===== config.mk =====
export PLATFORM = sky130hd
export DESIGN_NAME = button_event_generator_flat
export DESIGN_NICKNAME = d
export VERILOG_FILES = /design/src/rtl/bevt_pkg.sv /design/src/rtl/bevt_if.sv /design/src/rtl/button_event_generator.sv /design/src/flat_wrapper.sv
export SDC_FILE = /design/constraint.sdc
export NUM_CORES = 1
export LEC_CHECK = 0
export ABC_AREA = 1
export BUFFER_PORTS_ARGS = -buffer_cell sky130_fd_sc_hd__clkbuf_2
export CORE_ASPECT_RATIO = 0.9
export CORE_MARGIN = 5
export CORE_UTILIZATION = 52
export CTS_CLUSTER_DIAMETER = 150
export DETAILED_ROUTE_END_ITERATION = 6
export MAX_ROUTING_LAYER = met4
export PLACE_DENSITY = 0.79
export SYNTH_ARGS = -nofsm -noshare
export SYNTH_HDL_FRONTEND = slang
export SYNTH_SLANG_ARGS = --single-unit
export TNS_END_PERCENT = 10

===== constraint.sdc =====
create_clock -name clk -period 3.6 [get_ports clk]
set_input_delay 0.36 -clock clk [delete_from_list [all_inputs] [get_ports clk]]
set_output_delay 0.36 -clock clk [all_outputs]
set_load 0.1 [all_outputs]

===== src/rtl/bevt_pkg.sv =====
`timescale 1ns / 1ps
// Shared types and constants for the button event generator.
// No dependencies; compiled first.
package bevt_pkg;

	localparam int unsigned TIME_W     = 32;
	localparam int unsigned HOLD_W     = 16;
	localparam int unsigned CFG_IDX_W  = 2;
	localparam int unsigned CFG_DATA_W = 16;

	typedef enum logic [2:0] {
		EV_TOUCH_PRESS   = 3'd0,
		EV_TOUCH_RELEASE = 3'd1,
		EV_LONG_PRESS    = 3'd2,
		EV_TALK_PRESS    = 3'd3,
		EV_TALK_RELEASE  = 3'd4,
		EV_TICK          = 3'd5
	} bevt_kind_t;

	typedef enum logic [CFG_IDX_W-1:0] {
		CFG_TOUCH_ACTIVE_HIGH = 2'd0,
		CFG_PTT_ACTIVE_LOW    = 2'd1,
		CFG_LONG_PRESS_MS     = 2'd2,
		CFG_TICK_PERIOD_MS    = 2'd3
	} bevt_cfg_t;

	localparam logic [HOLD_W-1:0] LONG_PRESS_RST  = 16'd2000;
	localparam logic [HOLD_W-1:0] TICK_PERIOD_RST = 16'd1000;

endpackage


===== src/rtl/bevt_if.sv =====
`timescale 1ns / 1ps
// Valid/ready channel interfaces for pin samples and button events.
// Depends on bevt_pkg.
interface bevt_sample_if;
	import bevt_pkg::*;
	logic              valid;
	logic              ready;
	logic [TIME_W-1:0] now_ms;
	logic              touch_level;
	logic              talk_level;

	modport source (output valid, now_ms, touch_level, talk_level, input ready);
	modport sink   (input valid, now_ms, touch_level, talk_level, output ready);
endinterface

interface bevt_event_if;
	import bevt_pkg::*;
	logic              valid;
	logic              ready;
	bevt_kind_t        event_kind;
	logic [TIME_W-1:0] held_ms;
	logic [TIME_W-1:0] stamp_ms;
	logic              last_of_run;

	modport source (output valid, event_kind, held_ms, stamp_ms, last_of_run, input ready);
	modport sink   (input valid, event_kind, held_ms, stamp_ms, last_of_run, output ready);
endinterface


===== src/rtl/button_event_generator.sv =====
`timescale 1ns / 1ps
// Button event generator: touch press/release/long press, talk press/release, tick.
// Depends on bevt_pkg and bevt_if.
//
//  channel | dir | request carries
//  --------+-----+------------------------------------------------
//  smp     | in  | now_ms, touch_level, talk_level
//  evt     | out | event_kind, held_ms, stamp_ms, last_of_run
//  cfg     | in  | cfg_we, cfg_index, cfg_data (write only)
//
// A sample is registered, then evaluated combinationally into an event buffer
// of up to three events, which drains one event per cycle while evt is ready.
// A sample with events occupies the buffer until its last event is taken; the
// input stage holds the next sample meanwhile.
// Samples are taken while the buffer drains its last event; a stalled evt
// holds the buffer and backs up into smp. Reset clears state and restores config defaults.
module button_event_generator (
	input  logic                              clk,
	input  logic                              arst_n,
	input  logic                              cfg_we,
	input  logic [bevt_pkg::CFG_IDX_W-1:0]    cfg_index,
	input  logic [bevt_pkg::CFG_DATA_W-1:0]   cfg_data,
	bevt_sample_if.sink                       smp,
	bevt_event_if.source                      evt
);
	import bevt_pkg::*;

	localparam int unsigned PAD_W = TIME_W - HOLD_W;

	// configuration
	logic              touch_hi_q;
	logic              ptt_lo_q;
	logic [HOLD_W-1:0] long_press_q;
	logic [HOLD_W-1:0] tick_period_q;

	// block state
	logic              touch_was_q;
	logic [TIME_W-1:0] touch_start_q;
	logic              lp_sent_q;
	logic              talk_was_q;
	logic [TIME_W-1:0] last_tick_q;

	// input stage
	logic              valid_s1;
	logic [TIME_W-1:0] now_s1;
	logic              touch_s1;
	logic              talk_s1;

	// event buffer: bit 0 touch slot, bit 1 talk slot, bit 2 tick
	logic [2:0]        pend_q;
	logic [TIME_W-1:0] stamp_q;
	bevt_kind_t        touch_kind_q;
	logic [TIME_W-1:0] held_q;
	bevt_kind_t        talk_kind_q;

	logic              smp_fire;
	logic              out_fire;
	logic              out_last;
	logic              buf_free;
	logic              s1_adv;
	logic [2:0]        pend_drop;

	logic              touch_act;
	logic              talk_act;
	logic [TIME_W-1:0] touch_diff;
	logic [TIME_W-1:0] tick_diff;
	logic [HOLD_W-1:0] hold;
	logic              t_press;
	logic              t_rel;
	logic              t_long;
	logic              k_press;
	logic              k_rel;
	logic              tick_hit;
	logic [2:0]        new_mask;
	bevt_kind_t        touch_kind_d;
	bevt_kind_t        talk_kind_d;
	logic [TIME_W-1:0] held_d;

	// handshakes
	assign pend_drop = pend_q & (pend_q - 3'd1);
	assign out_last  = (pend_q != 3'd0) && (pend_drop == 3'd0);
	assign out_fire  = evt.valid && evt.ready;
	assign buf_free  = (pend_q == 3'd0) || (out_fire && out_last);
	assign s1_adv    = valid_s1 && buf_free;
	assign smp.ready = !valid_s1 || buf_free;
	assign smp_fire  = smp.valid && smp.ready;

	// event evaluation on the registered sample
	always_comb begin
		touch_act  = touch_s1 ~^ touch_hi_q;
		talk_act   = talk_s1 ^ ptt_lo_q;
		touch_diff = now_s1 - touch_start_q;
		tick_diff  = now_s1 - last_tick_q;
		hold       = (long_press_q == '0) ? HOLD_W'(1) : long_press_q;
		t_press    = touch_act && !touch_was_q;
		t_rel      = !touch_act && touch_was_q;
		// a fresh press has zero hold time, so only an ongoing touch can go long
		t_long     = touch_act && touch_was_q && !lp_sent_q
			&& (touch_diff >= {{PAD_W{1'b0}}, hold});
		k_press    = talk_act && !talk_was_q;
		k_rel      = !talk_act && talk_was_q;
		tick_hit   = tick_diff >= {{PAD_W{1'b0}}, tick_period_q};
		new_mask   = {tick_hit, k_press || k_rel, t_press || t_rel || t_long};
		if (t_press) begin
			touch_kind_d = EV_TOUCH_PRESS;
		end else if (t_rel) begin
			touch_kind_d = EV_TOUCH_RELEASE;
		end else begin
			touch_kind_d = EV_LONG_PRESS;
		end
		held_d      = t_press ? '0 : touch_diff;
		talk_kind_d = k_press ? EV_TALK_PRESS : EV_TALK_RELEASE;
	end

	// output selection: lowest pending slot goes first
	always_comb begin
		evt.valid       = pend_q != 3'd0;
		evt.stamp_ms    = stamp_q;
		evt.last_of_run = out_last;
		if (pend_q[0]) begin
			evt.event_kind = touch_kind_q;
			evt.held_ms    = held_q;
		end else if (pend_q[1]) begin
			evt.event_kind = talk_kind_q;
			evt.held_ms    = '0;
		end else begin
			evt.event_kind = EV_TICK;
			evt.held_ms    = '0;
		end
	end

	always_ff @(posedge clk or negedge arst_n) begin
		if (!arst_n) begin
			touch_hi_q    <= 1'b1;
			ptt_lo_q      <= 1'b1;
			long_press_q  <= LONG_PRESS_RST;
			tick_period_q <= TICK_PERIOD_RST;
		end else if (cfg_we) begin
			case (cfg_index)
				CFG_TOUCH_ACTIVE_HIGH: touch_hi_q    <= cfg_data[0];
				CFG_PTT_ACTIVE_LOW:    ptt_lo_q      <= cfg_data[0];
				CFG_LONG_PRESS_MS:     long_press_q  <= cfg_data[HOLD_W-1:0];
				CFG_TICK_PERIOD_MS:    tick_period_q <= cfg_data[HOLD_W-1:0];
				default: ;
			endcase
		end
	end

	always_ff @(posedge clk or negedge arst_n) begin
		if (!arst_n) begin
			touch_was_q   <= 1'b0;
			touch_start_q <= '0;
			lp_sent_q     <= 1'b0;
			talk_was_q    <= 1'b0;
			last_tick_q   <= '0;
		end else if (s1_adv) begin
			touch_was_q <= touch_act;
			talk_was_q  <= talk_act;
			if (t_press) begin
				touch_start_q <= now_s1;
				lp_sent_q     <= 1'b0;
			end else if (t_long) begin
				lp_sent_q <= 1'b1;
			end
			if (tick_hit) begin
				last_tick_q <= now_s1;
			end
		end
	end

	always_ff @(posedge clk or negedge arst_n) begin
		if (!arst_n) begin
			valid_s1 <= 1'b0;
			pend_q   <= 3'd0;
		end else begin
			if (smp_fire) begin
				valid_s1 <= 1'b1;
			end else if (s1_adv) begin
				valid_s1 <= 1'b0;
			end
			if (s1_adv) begin
				pend_q <= new_mask;
			end else if (out_fire) begin
				pend_q <= pend_drop;
			end
		end
	end

	always_ff @(posedge clk) begin
		if (smp_fire) begin
			now_s1   <= smp.now_ms;
			touch_s1 <= smp.touch_level;
			talk_s1  <= smp.talk_level;
		end
		if (s1_adv) begin
			stamp_q      <= now_s1;
			touch_kind_q <= touch_kind_d;
			held_q       <= held_d;
			talk_kind_q  <= talk_kind_d;
		end
	end

endmodule


===== src/flat_wrapper.sv =====
// flat-port wrapper written by rule: the top's interface ports become plain ports
module button_event_generator_flat import bevt_pkg::*;
  (clk, arst_n, cfg_we, cfg_index, cfg_data, smp_valid, smp_now_ms, smp_touch_level, smp_talk_level, smp_ready, evt_valid, evt_event_kind, evt_held_ms, evt_stamp_ms, evt_last_of_run, evt_ready);
  bevt_sample_if smp_i ();
  bevt_event_if evt_i ();
  input  logic clk;
  input  logic arst_n;
  input  logic cfg_we;
  input  logic [bevt_pkg::CFG_IDX_W-1:0] cfg_index;
  input  logic [bevt_pkg::CFG_DATA_W-1:0] cfg_data;
  input wire logic [$bits(smp_i.valid)-1:0] smp_valid;
  input wire logic [$bits(smp_i.now_ms)-1:0] smp_now_ms;
  input wire logic [$bits(smp_i.touch_level)-1:0] smp_touch_level;
  input wire logic [$bits(smp_i.talk_level)-1:0] smp_talk_level;
  output wire logic [$bits(smp_i.ready)-1:0] smp_ready;
  output wire logic [$bits(evt_i.valid)-1:0] evt_valid;
  output wire logic [$bits(evt_i.event_kind)-1:0] evt_event_kind;
  output wire logic [$bits(evt_i.held_ms)-1:0] evt_held_ms;
  output wire logic [$bits(evt_i.stamp_ms)-1:0] evt_stamp_ms;
  output wire logic [$bits(evt_i.last_of_run)-1:0] evt_last_of_run;
  input wire logic [$bits(evt_i.ready)-1:0] evt_ready;
  assign smp_i.valid = smp_valid;
  assign smp_i.now_ms = smp_now_ms;
  assign smp_i.touch_level = smp_touch_level;
  assign smp_i.talk_level = smp_talk_level;
  assign smp_ready = smp_i.ready;
  assign evt_valid = evt_i.valid;
  assign evt_event_kind = evt_i.event_kind;
  assign evt_held_ms = evt_i.held_ms;
  assign evt_stamp_ms = evt_i.stamp_ms;
  assign evt_last_of_run = evt_i.last_of_run;
  assign evt_i.ready = evt_ready;
  button_event_generator u_core (.clk(clk), .arst_n(arst_n), .cfg_we(cfg_we), .cfg_index(cfg_index), .cfg_data(cfg_data), .smp(smp_i), .evt(evt_i));
endmodule

=== Yosys cells after proc, flatten, opt, wreduce, memory -nomap -nowiden ===
Index checks and enable logic that the tools add are counted.

* Register bits: 209
* Word-level logic and storage cells: 79
* Output and inout port bits: 70

* Reductions and logical operators: 38
* $add $sub $neg: 3
* Order comparisons: 2
* Equal/unequal tests: 3
* Muxes and demuxes: 12
* Bitwise logic cells: 3

{| class="wikitable"
|+ Operators by type and width
! operator !! count
|-
| 32-bit by 16-bit greater-or-equal comparator with 1-bit output || 2
|-
| 32-bit subtractor || 2
|-
| 32-bit 2-to-1 mux || 1
|-
| 16-bit logical NOT || 1
|-
| 16-bit 2-to-1 mux || 1
|-
| 3-bit 2-to-1 mux || 5
|-
| 2-bit AND reduction || 7
|-
| 1-bit logical AND || 12
|-
| 1-bit logical NOT || 6
|-
| 3-bit logical NOT || 2
|-
| 2-bit nonzero test || 3
|-
| 1-bit logical OR || 5
|-
| 2-bit equality test (second input constant) || 2
|-
| 1-bit 2-to-1 mux || 4
|-
| 3-bit bitwise AND || 1
|-
| 3-bit nonzero test || 1
|-
| 3-bit by 1-bit subtractor with 3-bit output (second input constant) || 1
|-
| 2-bit by 1-bit equality test with 1-bit output (second input constant) || 1
|-
| 2-bit logical NOT || 1
|-
| 2-bit 2-to-1 mux || 1
|-
| 1-bit bitwise XNOR || 1
|-
| 1-bit bitwise XOR || 1
|}

=== Logic depth before layout (Yosys ltp) ===
Gate-level depths: netlist (run 1).

* Depth after elaboration: 9
* Mapped depth: 26
* Depth with buffers taken out: 25

=== Least setup slack after synthesis (run 1) ===
Ideal clock, no wire load.

* Kind: reg-to-output
* From: reg u_core.pend_q[0]
* To: out evt_last_of_run
* Cell stages (with the launch flop): 7
* Slack: 0.471 ns
* Buffers on the path: 1
* Data required time: 3.240 ns
* Data arrival time: 2.769 ns
* Cell sequence: dfrtp_1 > buf_2 > nor2_1 > inv_1 > nand2_1 > inv_1 > nor3_1

* Cells in the longest elaborated chain, start to end: 4

{| class="wikitable"
|+ Ends and longest elaborated chain
! item !! RTL line !! RTL
|-
| start, declared || button_event_generator.sv:50 || <nowiki>logic [2:0] pend_q;</nowiki>
|-
| start signal, assigned || button_event_generator.sv:182 || <nowiki>pend_q <= new_mask;</nowiki>
|-
| start signal, assigned || button_event_generator.sv:184 || <nowiki>pend_q <= pend_drop;</nowiki>
|-
| 3-bit by 1-bit subtractor with 3-bit output || button_event_generator.sv:80 || <nowiki>assign pend_drop = pend_q & (pend_q - 3'd1);</nowiki>
|-
| 3-bit bitwise AND || button_event_generator.sv:80 ||
|-
| 3-bit logical NOT || button_event_generator.sv:81 || <nowiki>assign out_last = (pend_q != 3'd0) && (pend_drop == 3'd0);</nowiki>
|-
| 1-bit logical AND (*) || button_event_generator.sv:81 ||
|-
| end, declared || flat_wrapper.sv:20 || <nowiki>output wire logic [$bits(evt_i.last_of_run)-1:0] evt_last_of_run;</nowiki>
|}

Mark *: on every way between the ends. The rest lies on a longest branch, timed or not.

=== Final worst setup path (run 1) ===
* From: reg u_core.now_s1[6]
* To: reg u_core.last_tick_q[5]

* Cells in the longest elaborated chain, start to end: 3

{| class="wikitable"
|+ Ends and longest elaborated chain
! item !! RTL line !! RTL
|-
| start, declared || button_event_generator.sv:45 || <nowiki>logic [TIME_W-1:0] now_s1;</nowiki>
|-
| start signal, assigned || button_event_generator.sv:191 || <nowiki>now_s1 <= smp.now_ms;</nowiki>
|-
| 32-bit subtractor || button_event_generator.sv:93 || <nowiki>tick_diff = now_s1 - last_tick_q;</nowiki>
|-
| 32-bit by 16-bit greater-or-equal comparator with 1-bit output || button_event_generator.sv:102 || <nowiki>tick_hit = tick_diff >= {{PAD_W{1'b0}}, tick_period_q};</nowiki>
|-
| 2-bit AND reduction (no line) || -- ||
|-
| end signal, assigned || button_event_generator.sv:166 || <nowiki>last_tick_q <= now_s1;</nowiki>
|-
| end, declared || button_event_generator.sv:41 || <nowiki>logic [TIME_W-1:0] last_tick_q;</nowiki>
|}

No other way between the ends.
A chain may end at the register's enable or synchronous reset.

==> flow_summary.toml, run 1 <==
[synth]
synth_top_family_by_area = "simple AND/OR/NAND/NOR gates"
synth_top_area_cell = "edfxtp_1"
synth_seq_cells = 207
synth_simple_gate_area_share_pct = 27.7
synth_area_leaders = "edfxtp_1 (23%), dfrtp_1 (17%), nand2_1 (16%)"
synth_top_cells_by_count = "nand2_1 (589), inv_1 (357), nor2_1 (134), edfxtp_1 (102)"
synthMuxAreaShare_pct = 0
ys_types = 44
synth.top_cell.area_share_pct = 22.9
synthAdderAreaFrac_pct = 9.45
synth_xor_area_share_pct = 1.96
ys_warn_count = 0
synth_edf_count = 102
syn_area_per_cell_um2 = 7.43
syn_area_um2 = 13400
ys_seq_area_share_pct = 42.6
syn-instance-count = 1804
async_reset_ff_share_pct = 50.7
synth.net_count = 1961
synth_most_common_cell = "nand2_1"
synth_compound_area_share_pct = 7.21
synth_ff_type = "edfxtp_1"

[drt]
via_count = 12200
detail_route.iter0.violations = 1192
remaining_drc_errors = 0
vias_per_cell = 5.25
met1_length_um = 16600
wl_um = 38100
wl_met2_um = 17700
highest_layer = "met4"
wl_per_cell_um = 16.4
postRouteAntennaNets = 0
firstDrtPassIters = 5
met3_wirelength_um = 2720

[sta]
setup_violations = 0
slew_headroom_pct = 24.9
fin_setup_tns_ns = 0
fin_crit_sh_pct = 97.6
rsz0062_at_grt = "true"
hold_viol = 0
fmax_mhz = 285
drv_slew = 0
worst_pin_slew_ns = 1.12
fin_worst_skew_ns = 0.0137
layout_min_cycle_time_ns = 3.51

[placed_design]
dp_cells = 2264
gp_congestion = 1.01
dp_hpwl_um = 29000
numPortBuffers = 126

[job]
maxCapViolations = 0

[cts]
numClockSinks = 207
clock_latency_ns = 0.53
clockBufferDepth = 3
cts_tree = "done"
clk_pin_slew_ns = 0.07
numCtsBuffers = 23
cts_root_buf = "clkbuf_16"
htreeDepth = 1

[die]
start_util_pct = 53.1
row_count = 55
coreArea_um2 = 25300
dieArea_um2 = 29100
die_y_um = 162
dieWidth_um = 179
pin_count = 127

[grt]
antenna_found_initial = 0
grt_pass1_vias = 11500
track_usage_pct = 26.2
grt_pass1_wl_um = 59200
grt_max_degree = 106
gr-total-overflow = 0

[hold_path]
hold_class = "in2reg"
hp-start = "smp_now_ms[18]"

[setup_path]
rr_startpoint = "u_core.now_s1[6]"
end_kind = "flop"
critPathKind = "reg2reg"
critPathArrivalTime_ns = 3.93
path_max_fanout = 8
crit_start = "u_core.now_s1[6]"
cp.required_ns = 4.01
start_kind = "flop"

[cells_and_area]
drive_gt1_share_pct = 14.6
area_growth_pct = 18.4
filler_cell_count = 2168
fin_nets = 2130
multi_input_area_um2 = 6530
n_antenna_cell = 0
regArea_um2 = 5710
fin_util_pct = 62.8
layout.cells.non_filler = 2332

[outcome]
run_status = "finished clean"
==> cells in the final DEF, fill, tap and decap left out, drive strengths merged, types with 2 or more instances in the layout <==
cell         instances
a211oi               2
a21o                 4
a21oi               70
a31oi                2
buf                 37
bufinv               2
clkbuf             156
clkinv               6
dfrtp               91
dfstp               14
dlygate4sd3          9
edfxtp             102
fa                   2
ha                  98
inv                362
nand2              599
nand2b               2
nand3              100
nand3b              10
nand4               14
nor2               141
nor3                25
nor4                 6
o21ai               90
o21bai               8
xnor2                5
xor2                25
==> routing by layer <==
metal | global-route usage (%) | vias to the layer above
met1 | 36.4 | 5681
met3 | 3.12 | 94
met2 | 41.5 | 484
met4 | 6.30 | 0
li1 | - | 5982
met5 | - | -
==> kinds of logic after synthesis <==
kind of cell    count (synthesis)
compound gates                181
buf+inv                       388
fa+ha+maj                     100
simple gates                  898
flops                         207
xor+xnor                       30
==> worst paths after layout <==
path / end / slack (ns) / depth (start not counted)
min in group asynchronous: u_core.talk_was_q / 0.43 / 2
min reg2reg: u_core.last_tick_q[4] / 0.48 / 2
min: u_core.now_s1[18] / 0.01 / 1
max in group asynchronous: u_core.tick_period_q[9] / 2.26 / 3
max reg2reg: u_core.last_tick_q[5] / 0.09 / 20
max: u_core.last_tick_q[5] / 0.09 / 20
==> critical path, cell delays in order (launching register included) <==
cell and delay (ns):
edfxtp_1 0.41, ha_1 0.40, nand2_1 0.13, nor2_2 0.14, nand3_1 0.14, nand3b_4 0.12, nand2_1 0.06, nand2_1 0.09
xor2_1 0.16, ha_1 0.27, a21oi_1 0.16, nor3_1 0.07, a211oi_2 0.20, nand2_1 0.07, nor2_1 0.10, nand3_1 0.10
nor2_2 0.16, nand3_4 0.21, clkbuf_16 0.24, nand3_1 0.07, nand2_1 0.07
==> through the flow <==
step	worst slack (ns)	cell area, um2	hold slack, ns
floorplan	0.471	13400	0.0644
global placement	-0.189	14500	0.459
detailed placement	-0.243	14500	0.461
CTS	-0.0153	15400	0.00208
global route	-0.0947	15900	0.000712
finish	0.0851	15900	0.0129
==> timing repair <==
action                                  CTS  global route
buffers inserted                          1            12
pin swaps                                 1            24
hold endpoints to repair                 59             1
resized for setup                         4            61
gates cloned                              0             4
hold buffers                              8             1
endpoints found under the setup margin    7            35
==> state kept, by name, summed over array words and instances (netlist names), 2 cells and up <==
| register | flops |
|---|---|
| u_core.touch_kind_q | 2 |
| u_core.long_press_q | 16 |
| u_core.touch_start_q | 32 |
| u_core.now_s1 | 32 |
| u_core.held_q | 32 |
| u_core.tick_period_q | 16 |
| u_core.talk_kind_q | 2 |
| u_core.last_tick_q | 32 |
| u_core.pend_q | 3 |
| u_core.evt.stamp_ms | 32 |
==> final cells by class <==
| class | count | area share [%] |
|---|---|---|
| clock buffer | 29 | 4.03 |
| clock inverter | 13 | 0.930 |
| sequential | 207 | 36.0 |
| timing repair buffer | 173 | 6.76 |
| tap | 342 | 2.70 |
| multi-input combinational | 1210 | 41.1 |
| inverter | 358 | 8.47 |
Power of run 1 is left out: the tool's default activity adds up to more than one toggle a clock period on the data nets, which glitch-free logic cannot reach.
==> run 2: changes to the inputs <==
--- a/config.mk
+++ b/config.mk
@@ -14,6 +14,7 @@
 export DETAILED_ROUTE_END_ITERATION = 6
 export MAX_ROUTING_LAYER = met4
 export PLACE_DENSITY = 0.79
+export RECOVER_POWER = 100
 export SYNTH_ARGS = -nofsm -noshare
 export SYNTH_HDL_FRONTEND = slang
 export SYNTH_SLANG_ARGS = --single-unit
==> flow_summary.toml, run 2 (synthesis gave the netlist of run 1 again) <==
[outcome]
run_status = "finished clean"

[setup_path]
cp.required_ns = 4.00
rr_startpoint = "u_core.now_s1[6]"
r2r_cells = 20
path_max_fanout = 8
start_kind = "flop"
end_kind = "flop"
cp_common_cell = "nand2_1"
worstPathCellList = "ha_1 > nand2_1 > nor2_2 > nand3_1 > nand3b_4 > nand2_1 > nand2_1 > xor2_1 > ha_1 > a21oi_1 > nor3_1 > a211oi_2 > nand2_1 > nor2_1 > nand3_1 > nor2_2 > nand3_4 > clkbuf_16 > nand3_1 > nand2_1"
critPathKind = "reg2reg"
crit_start = "u_core.now_s1[6]"
reg2reg_to = "u_core.last_tick_q[14]"
endpoint = "u_core.last_tick_q[14]"
max_stage_delay_ns = 0.42
critPathSlowestCell = "edfxtp_1"
critPathArrivalTime_ns = 3.92
reg2reg_slack_ns = 0.08

[grt]
grt_pass1_wl_um = 59200
grt_pass1_vias = 11500
track_usage_pct = 26.2
gr-total-overflow = 0
antenna_found_initial = 0
grt_max_degree = 106

[drt]
detail_route.iter0.violations = 1192
firstDrtPassIters = 5
remaining_drc_errors = 0
via_count = 12200
postRouteAntennaNets = 0
vias_per_cell = 5.24
wl_per_cell_um = 16.4
wl_um = 38200

[cts]
clk_pin_slew_ns = 0.07
clockBufferDepth = 3
numCtsBuffers = 23
numClockSinks = 207
htreeDepth = 1
clock_latency_ns = 0.53
cts_tree = "done"
cts_root_buf = "clkbuf_16"

[placed_design]
dp_hpwl_um = 29000
dpl_cell_area_um2 = 14500
gp_congestion = 1.01
numPortBuffers = 126

[cells_and_area]
final_area_um2 = 15900
final_common_cell = "nand2_1"
n_antenna_cell = 0
filler_cell_count = 2173
drive_gt1_share_pct = 14.2
area_growth_pct = 18.4
fin_nets = 2130
fin_util_pct = 62.8
regArea_um2 = 5710
most-common-layout-cells = "nand2_1 (580), inv_1 (352), nor2_1 (132)"
multi_input_area_um2 = 6530

[sta]
fin_crit_sh_pct = 97.8
fmax_mhz = 284
fin_worst_skew_ns = 0.0114
layout_min_cycle_time_ns = 3.52
rsz0062_at_grt = "true"
hold_viol = 0
drv_slew = 0
fin_setup_tns_ns = 0
worst_pin_slew_ns = 1.14
slew_headroom_pct = 24.0
setup_violations = 0

[job]
maxCapViolations = 0

[die]
row_count = 55
dieWidth_um = 179
die_y_um = 162
pin_count = 127
coreArea_um2 = 25300
start_util_pct = 53.1
dieArea_um2 = 29100

[hold_path]
hold_class = "in2reg"
## run 2: cell types whose count changed in the layout (fill, tap and decap cells not counted)
| cell | previous run | this run |
|---|---|---|
| dfstp_1 | 0 | 2 |
| dfstp_2 | 14 | 12 |
| clkbuf_2 | 125 | 120 |
| clkbuf_1 | 3 | 8 |
## run 2: what timing repair did
action	in CTS	in global routing
hold endpoints to repair	59	1
gates resized for setup	4	61
gates cloned	0	4
buffers inserted	1	12
endpoints found under the setup margin	7	35
pin swaps	1	24
hold buffers	8	1
## run 2: per-layer routing
| metal | routed length (um) | global-route usage, % | vias to the layer above |
|---|---|---|---|
| li1 | - | - | 5988 |
| met1 | 16600 | 36.4 | 5680 |
| met5 | 0 | - | - |
| met4 | 1090 | 6.30 | 0 |
| met2 | 17700 | 41.5 | 476 |
| met3 | 2820 | 3.12 | 83 |
## run 2: cell type report
cell class,instances,area share [%]
clock buffers,29,4.03
clock inverters,13,0.931
inverters,358,8.47
multi-input cells,1210,41.2
flip-flops and latches,207,36.0
well taps,342,2.70
repair buffers,173,6.72
## run 2: worst min-delay path by stage
stage	start	to	slack [ns]	depth (start not counted)
6_report	smp_now_ms[18]	u_core.now_s1[18]	0.01	1
5_1_grt	smp_now_ms[24]	u_core.now_s1[24]	0.0007	1
4_1_cts	smp_touch_level	u_core.touch_s1	0.002	1
3_5_place_dp	u_core.last_tick_q[4]	u_core.last_tick_q[4]	0.46	2
3_3_place_gp	arst_n	u_core.talk_was_q	0.46	1
2_1_floorplan	arst_n	u_core.last_tick_q[0]	0.06	0
## run 2: critical path, delay by kind of cell (launching register included)
| family | cells | cell delay [ns] |
|---|---|---|
| simple gates | 14 | 1.51 |
| flops | 1 | 0.42 |
| buf+inv | 1 | 0.25 |
| xor+xnor | 1 | 0.16 |
| compound gates | 2 | 0.37 |
| fa+ha+maj | 2 | 0.67 |
## run 2: stage by stage
stage                     instances  hold WS (ns)  worst slack [ns]
after floorplan                1804        0.0644             0.471
after global placement         2264         0.459            -0.189
after detailed placement       2264         0.461            -0.243
after CTS                      2315       0.00208           -0.0153
after global routing           2332      0.000712           -0.0947
final                          2332        0.0121            0.0799
Power of run 2 is left out for the same reason.
==> run 3: changes to the inputs <==
--- a/config.mk
+++ b/config.mk
@@ -5,7 +5,6 @@
 export SDC_FILE = /design/constraint.sdc
 export NUM_CORES = 1
 export LEC_CHECK = 0
-export ABC_AREA = 1
 export BUFFER_PORTS_ARGS = -buffer_cell sky130_fd_sc_hd__clkbuf_2
 export CORE_ASPECT_RATIO = 0.9
 export CORE_MARGIN = 5
@@ -13,7 +12,7 @@
 export CTS_CLUSTER_DIAMETER = 150
 export DETAILED_ROUTE_END_ITERATION = 6
 export MAX_ROUTING_LAYER = met4
-export PLACE_DENSITY = 0.79
+export PLACE_DENSITY = 0.8
 export RECOVER_POWER = 100
 export SYNTH_ARGS = -nofsm -noshare
 export SYNTH_HDL_FRONTEND = slang
==> flow_summary.toml, run 3 <==
[cts]
clock_latency_ns = 0.51
numCtsBuffers = 23
cts_root_buf = "clkbuf_16"
clk_pin_slew_ns = 0.06
cts_tree = "done"
numClockSinks = 207
clockBufferDepth = 3
htreeDepth = 1

[hold_path]
hold_depth = 1
hold_class = "in2reg"
hp-start = "smp_now_ms[30]"
min_to = "u_core.now_s1[30]"

[setup_path]
crit_start = "u_core.last_tick_q[3]"
reg2reg_to = "u_core.last_tick_q[11]"
cp.required_ns = 3.99
end_kind = "flop"
start_kind = "flop"
path_max_fanout = 8
rr_startpoint = "u_core.last_tick_q[3]"
critPathKind = "reg2reg"
critPathArrivalTime_ns = 4.68
reg2reg_slack_ns = -0.69
r2r_cells = 22

[sta]
fin_crit_sh_pct = 119
worst_pin_slew_ns = 1.95
layout_min_cycle_time_ns = 4.29
fin_ws_ns = -0.689
drv_slew = 112
fmax_mhz = 233
setup_violations = 35
rsz0062_at_grt = "true"
slew_headroom_pct = -30.2
fin_worst_skew_ns = 0.0149
hold_viol = 0

[synth]
async_reset_ff_share_pct = 50.7
ys_types = 73
syn-instance-count = 1184
synth.top_cell.area_share_pct = 24.4
synth_ff_type = "edfxtp_1"
synth_seq_cells = 207
synth_top_area_cell = "edfxtp_1"
syn_area_um2 = 12600
synth.net_count = 1341
synth_top_cells_by_count = "inv_1 (118), edfxtp_1 (102), ha_1 (98), dfrtp_1 (91), a21oi_1 (68)"
syn_area_per_cell_um2 = 10.6
ys_warn_count = 0
synth_area_leaders = "edfxtp_1 (24%), dfrtp_1 (18%), ha_1 (9.8%)"
synth_most_common_cell = "inv_1"
synth_edf_count = 102
ys_seq_area_share_pct = 45.4

[drt]
remaining_drc_errors = 0
detail_route.iter0.violations = 664
vias_per_cell = 5.66
wl_per_cell_um = 18.9
wl_um = 34000
firstDrtPassIters = 5
via_count = 10200
postRouteAntennaNets = 0

[cells_and_area]
final_common_cell = "buf_4"
filler_cell_count = 1972
area_growth_pct = 23.3
fin_util_pct = 64.5
drive_gt1_share_pct = 25.5
most-common-layout-cells = "buf_4 (138), inv_1 (114), clkbuf_1 (107)"
fin_nets = 1634

[grt]
gr-total-overflow = 0
track_usage_pct = 25.0
antenna_found_initial = 1
grt_max_degree = 77
grt_pass1_vias = 10100
grt_pass1_wl_um = 53500

[die]
dieWidth_um = 174
dieArea_um2 = 27400
die_y_um = 158
pin_count = 127
start_util_pct = 52.3
row_count = 54
coreArea_um2 = 24100

[placed_design]
gp_congestion = 0.923
numPortBuffers = 126
dp_hpwl_um = 25600

[job]
maxCapViolations = 2

[outcome]
run_status = "finished with violations"
violations = "capacitance limit, slew limit, setup timing"
## run 3: cell types whose count changed after synthesis, moves of 28 or more
| cell | before | now |
|---|---|---|
| o21ai_0 | 87 | 44 |
| nor2b_1 | 0 | 28 |
| mux2_4 | 0 | 29 |
| nor2_1 | 134 | 61 |
| mux2_2 | 0 | 65 |
| nand3_1 | 98 | 22 |
| inv_1 | 357 | 118 |
| and2_1 | 0 | 40 |
| nand2_1 | 589 | 62 |
## run 3: cell type report
class | instances | area [um2] | area share, %
Tap cell | 308 | 385 | 2.49
Timing Repair Buffer | 308 | 1850 | 11.9
Clock buffer | 29 | 629 | 4.06
Antenna cell | 1 | 2.50 | 0.0161
Multi-Input combinational cell | 819 | 6410 | 41.4
Clock inverter | 12 | 75.1 | 0.484
Sequential cell | 207 | 5710 | 36.8
Inverter | 118 | 443 | 2.86
## run 3: critical path, stage by stage (launching register included)
cell and delay, ns:
dfrtp_1 0.40, inv_2 0.08, ha_4 0.21, a21o_1 0.18, a21oi_2 0.15, nand2_1 0.13
buf_4 0.16, buf_4 0.12, buf_4 0.12, buf_4 0.12, buf_4 0.12, xor2_1 0.14
ha_1 0.29, a21oi_1 0.16, o31ai_1 0.09, a211oi_1 0.29, buf_4 0.18, o221a_1 0.17
nand4_1 0.15, nor4_4 0.25, a21oi_4 0.17, clkbuf_16 0.21, mux2_4 0.29
## run 3: cell families after synthesis
group	synth area share [%]
AO/OA/AOI/OAI	13.9
XOR/XNOR	3.27
adder cells (fa/ha/maj)	10.1
buffers and inverters	4.91
flip-flops	45.4
multiplexers	9.79
AND/OR/NAND/NOR	12.6
## run 3: layer usage
metal / vias to the layer above / global-route usage [%] / wire (um)
li1: 4863 / - / -
met4: 0 / 6.29 / 946
met3: 68 / 4.08 / 2010
met1: 4962 / 33.8 / 15500
met5: - / - / 0
met2: 302 / 40.0 / 15600
## run 3: through the flow
stage	std cells	cell area, um2	setup slack [ns]	setup TNS (ns)	hold WS, ns
2_1_floorplan	1184	12600	-0.325	-10.55	0.0644
3_3_place_gp	1738	14700	-0.522	-17.58	0.451
3_5_place_dp	1738	14700	-0.707	-22.38	0.479
4_1_cts	1798	15700	-0.562	-18.62	0.00400
5_1_grt	1802	15500	-0.914	-31.03	0.00220
6_report	1802	15500	-0.689	-23.05	0.0235
## run 3: worst max-delay path by stage
stage / end / slack (ns) / depth (start not counted)
final: u_core.last_tick_q[11] / -0.69 / 22
after global placement: u_core.last_tick_q[2] / -0.52 / 22
after CTS: u_core.last_tick_q[1] / -0.56 / 21
after detailed placement: u_core.pend_q[0] / -0.71 / 19
after global routing: u_core.last_tick_q[0] / -0.91 / 21
after floorplan: u_core.last_tick_q[10] / -0.32 / 20
## run 3: what timing repair did
item	CTS	global route
hold buffers	0	0
resized for setup	27	7
setup endpoints to repair	35	35
setup buffers	17	3
hold endpoints to repair	0	0
pin swaps	37	12
cloned	2	0
Power of run 3 is left out for the same reason.
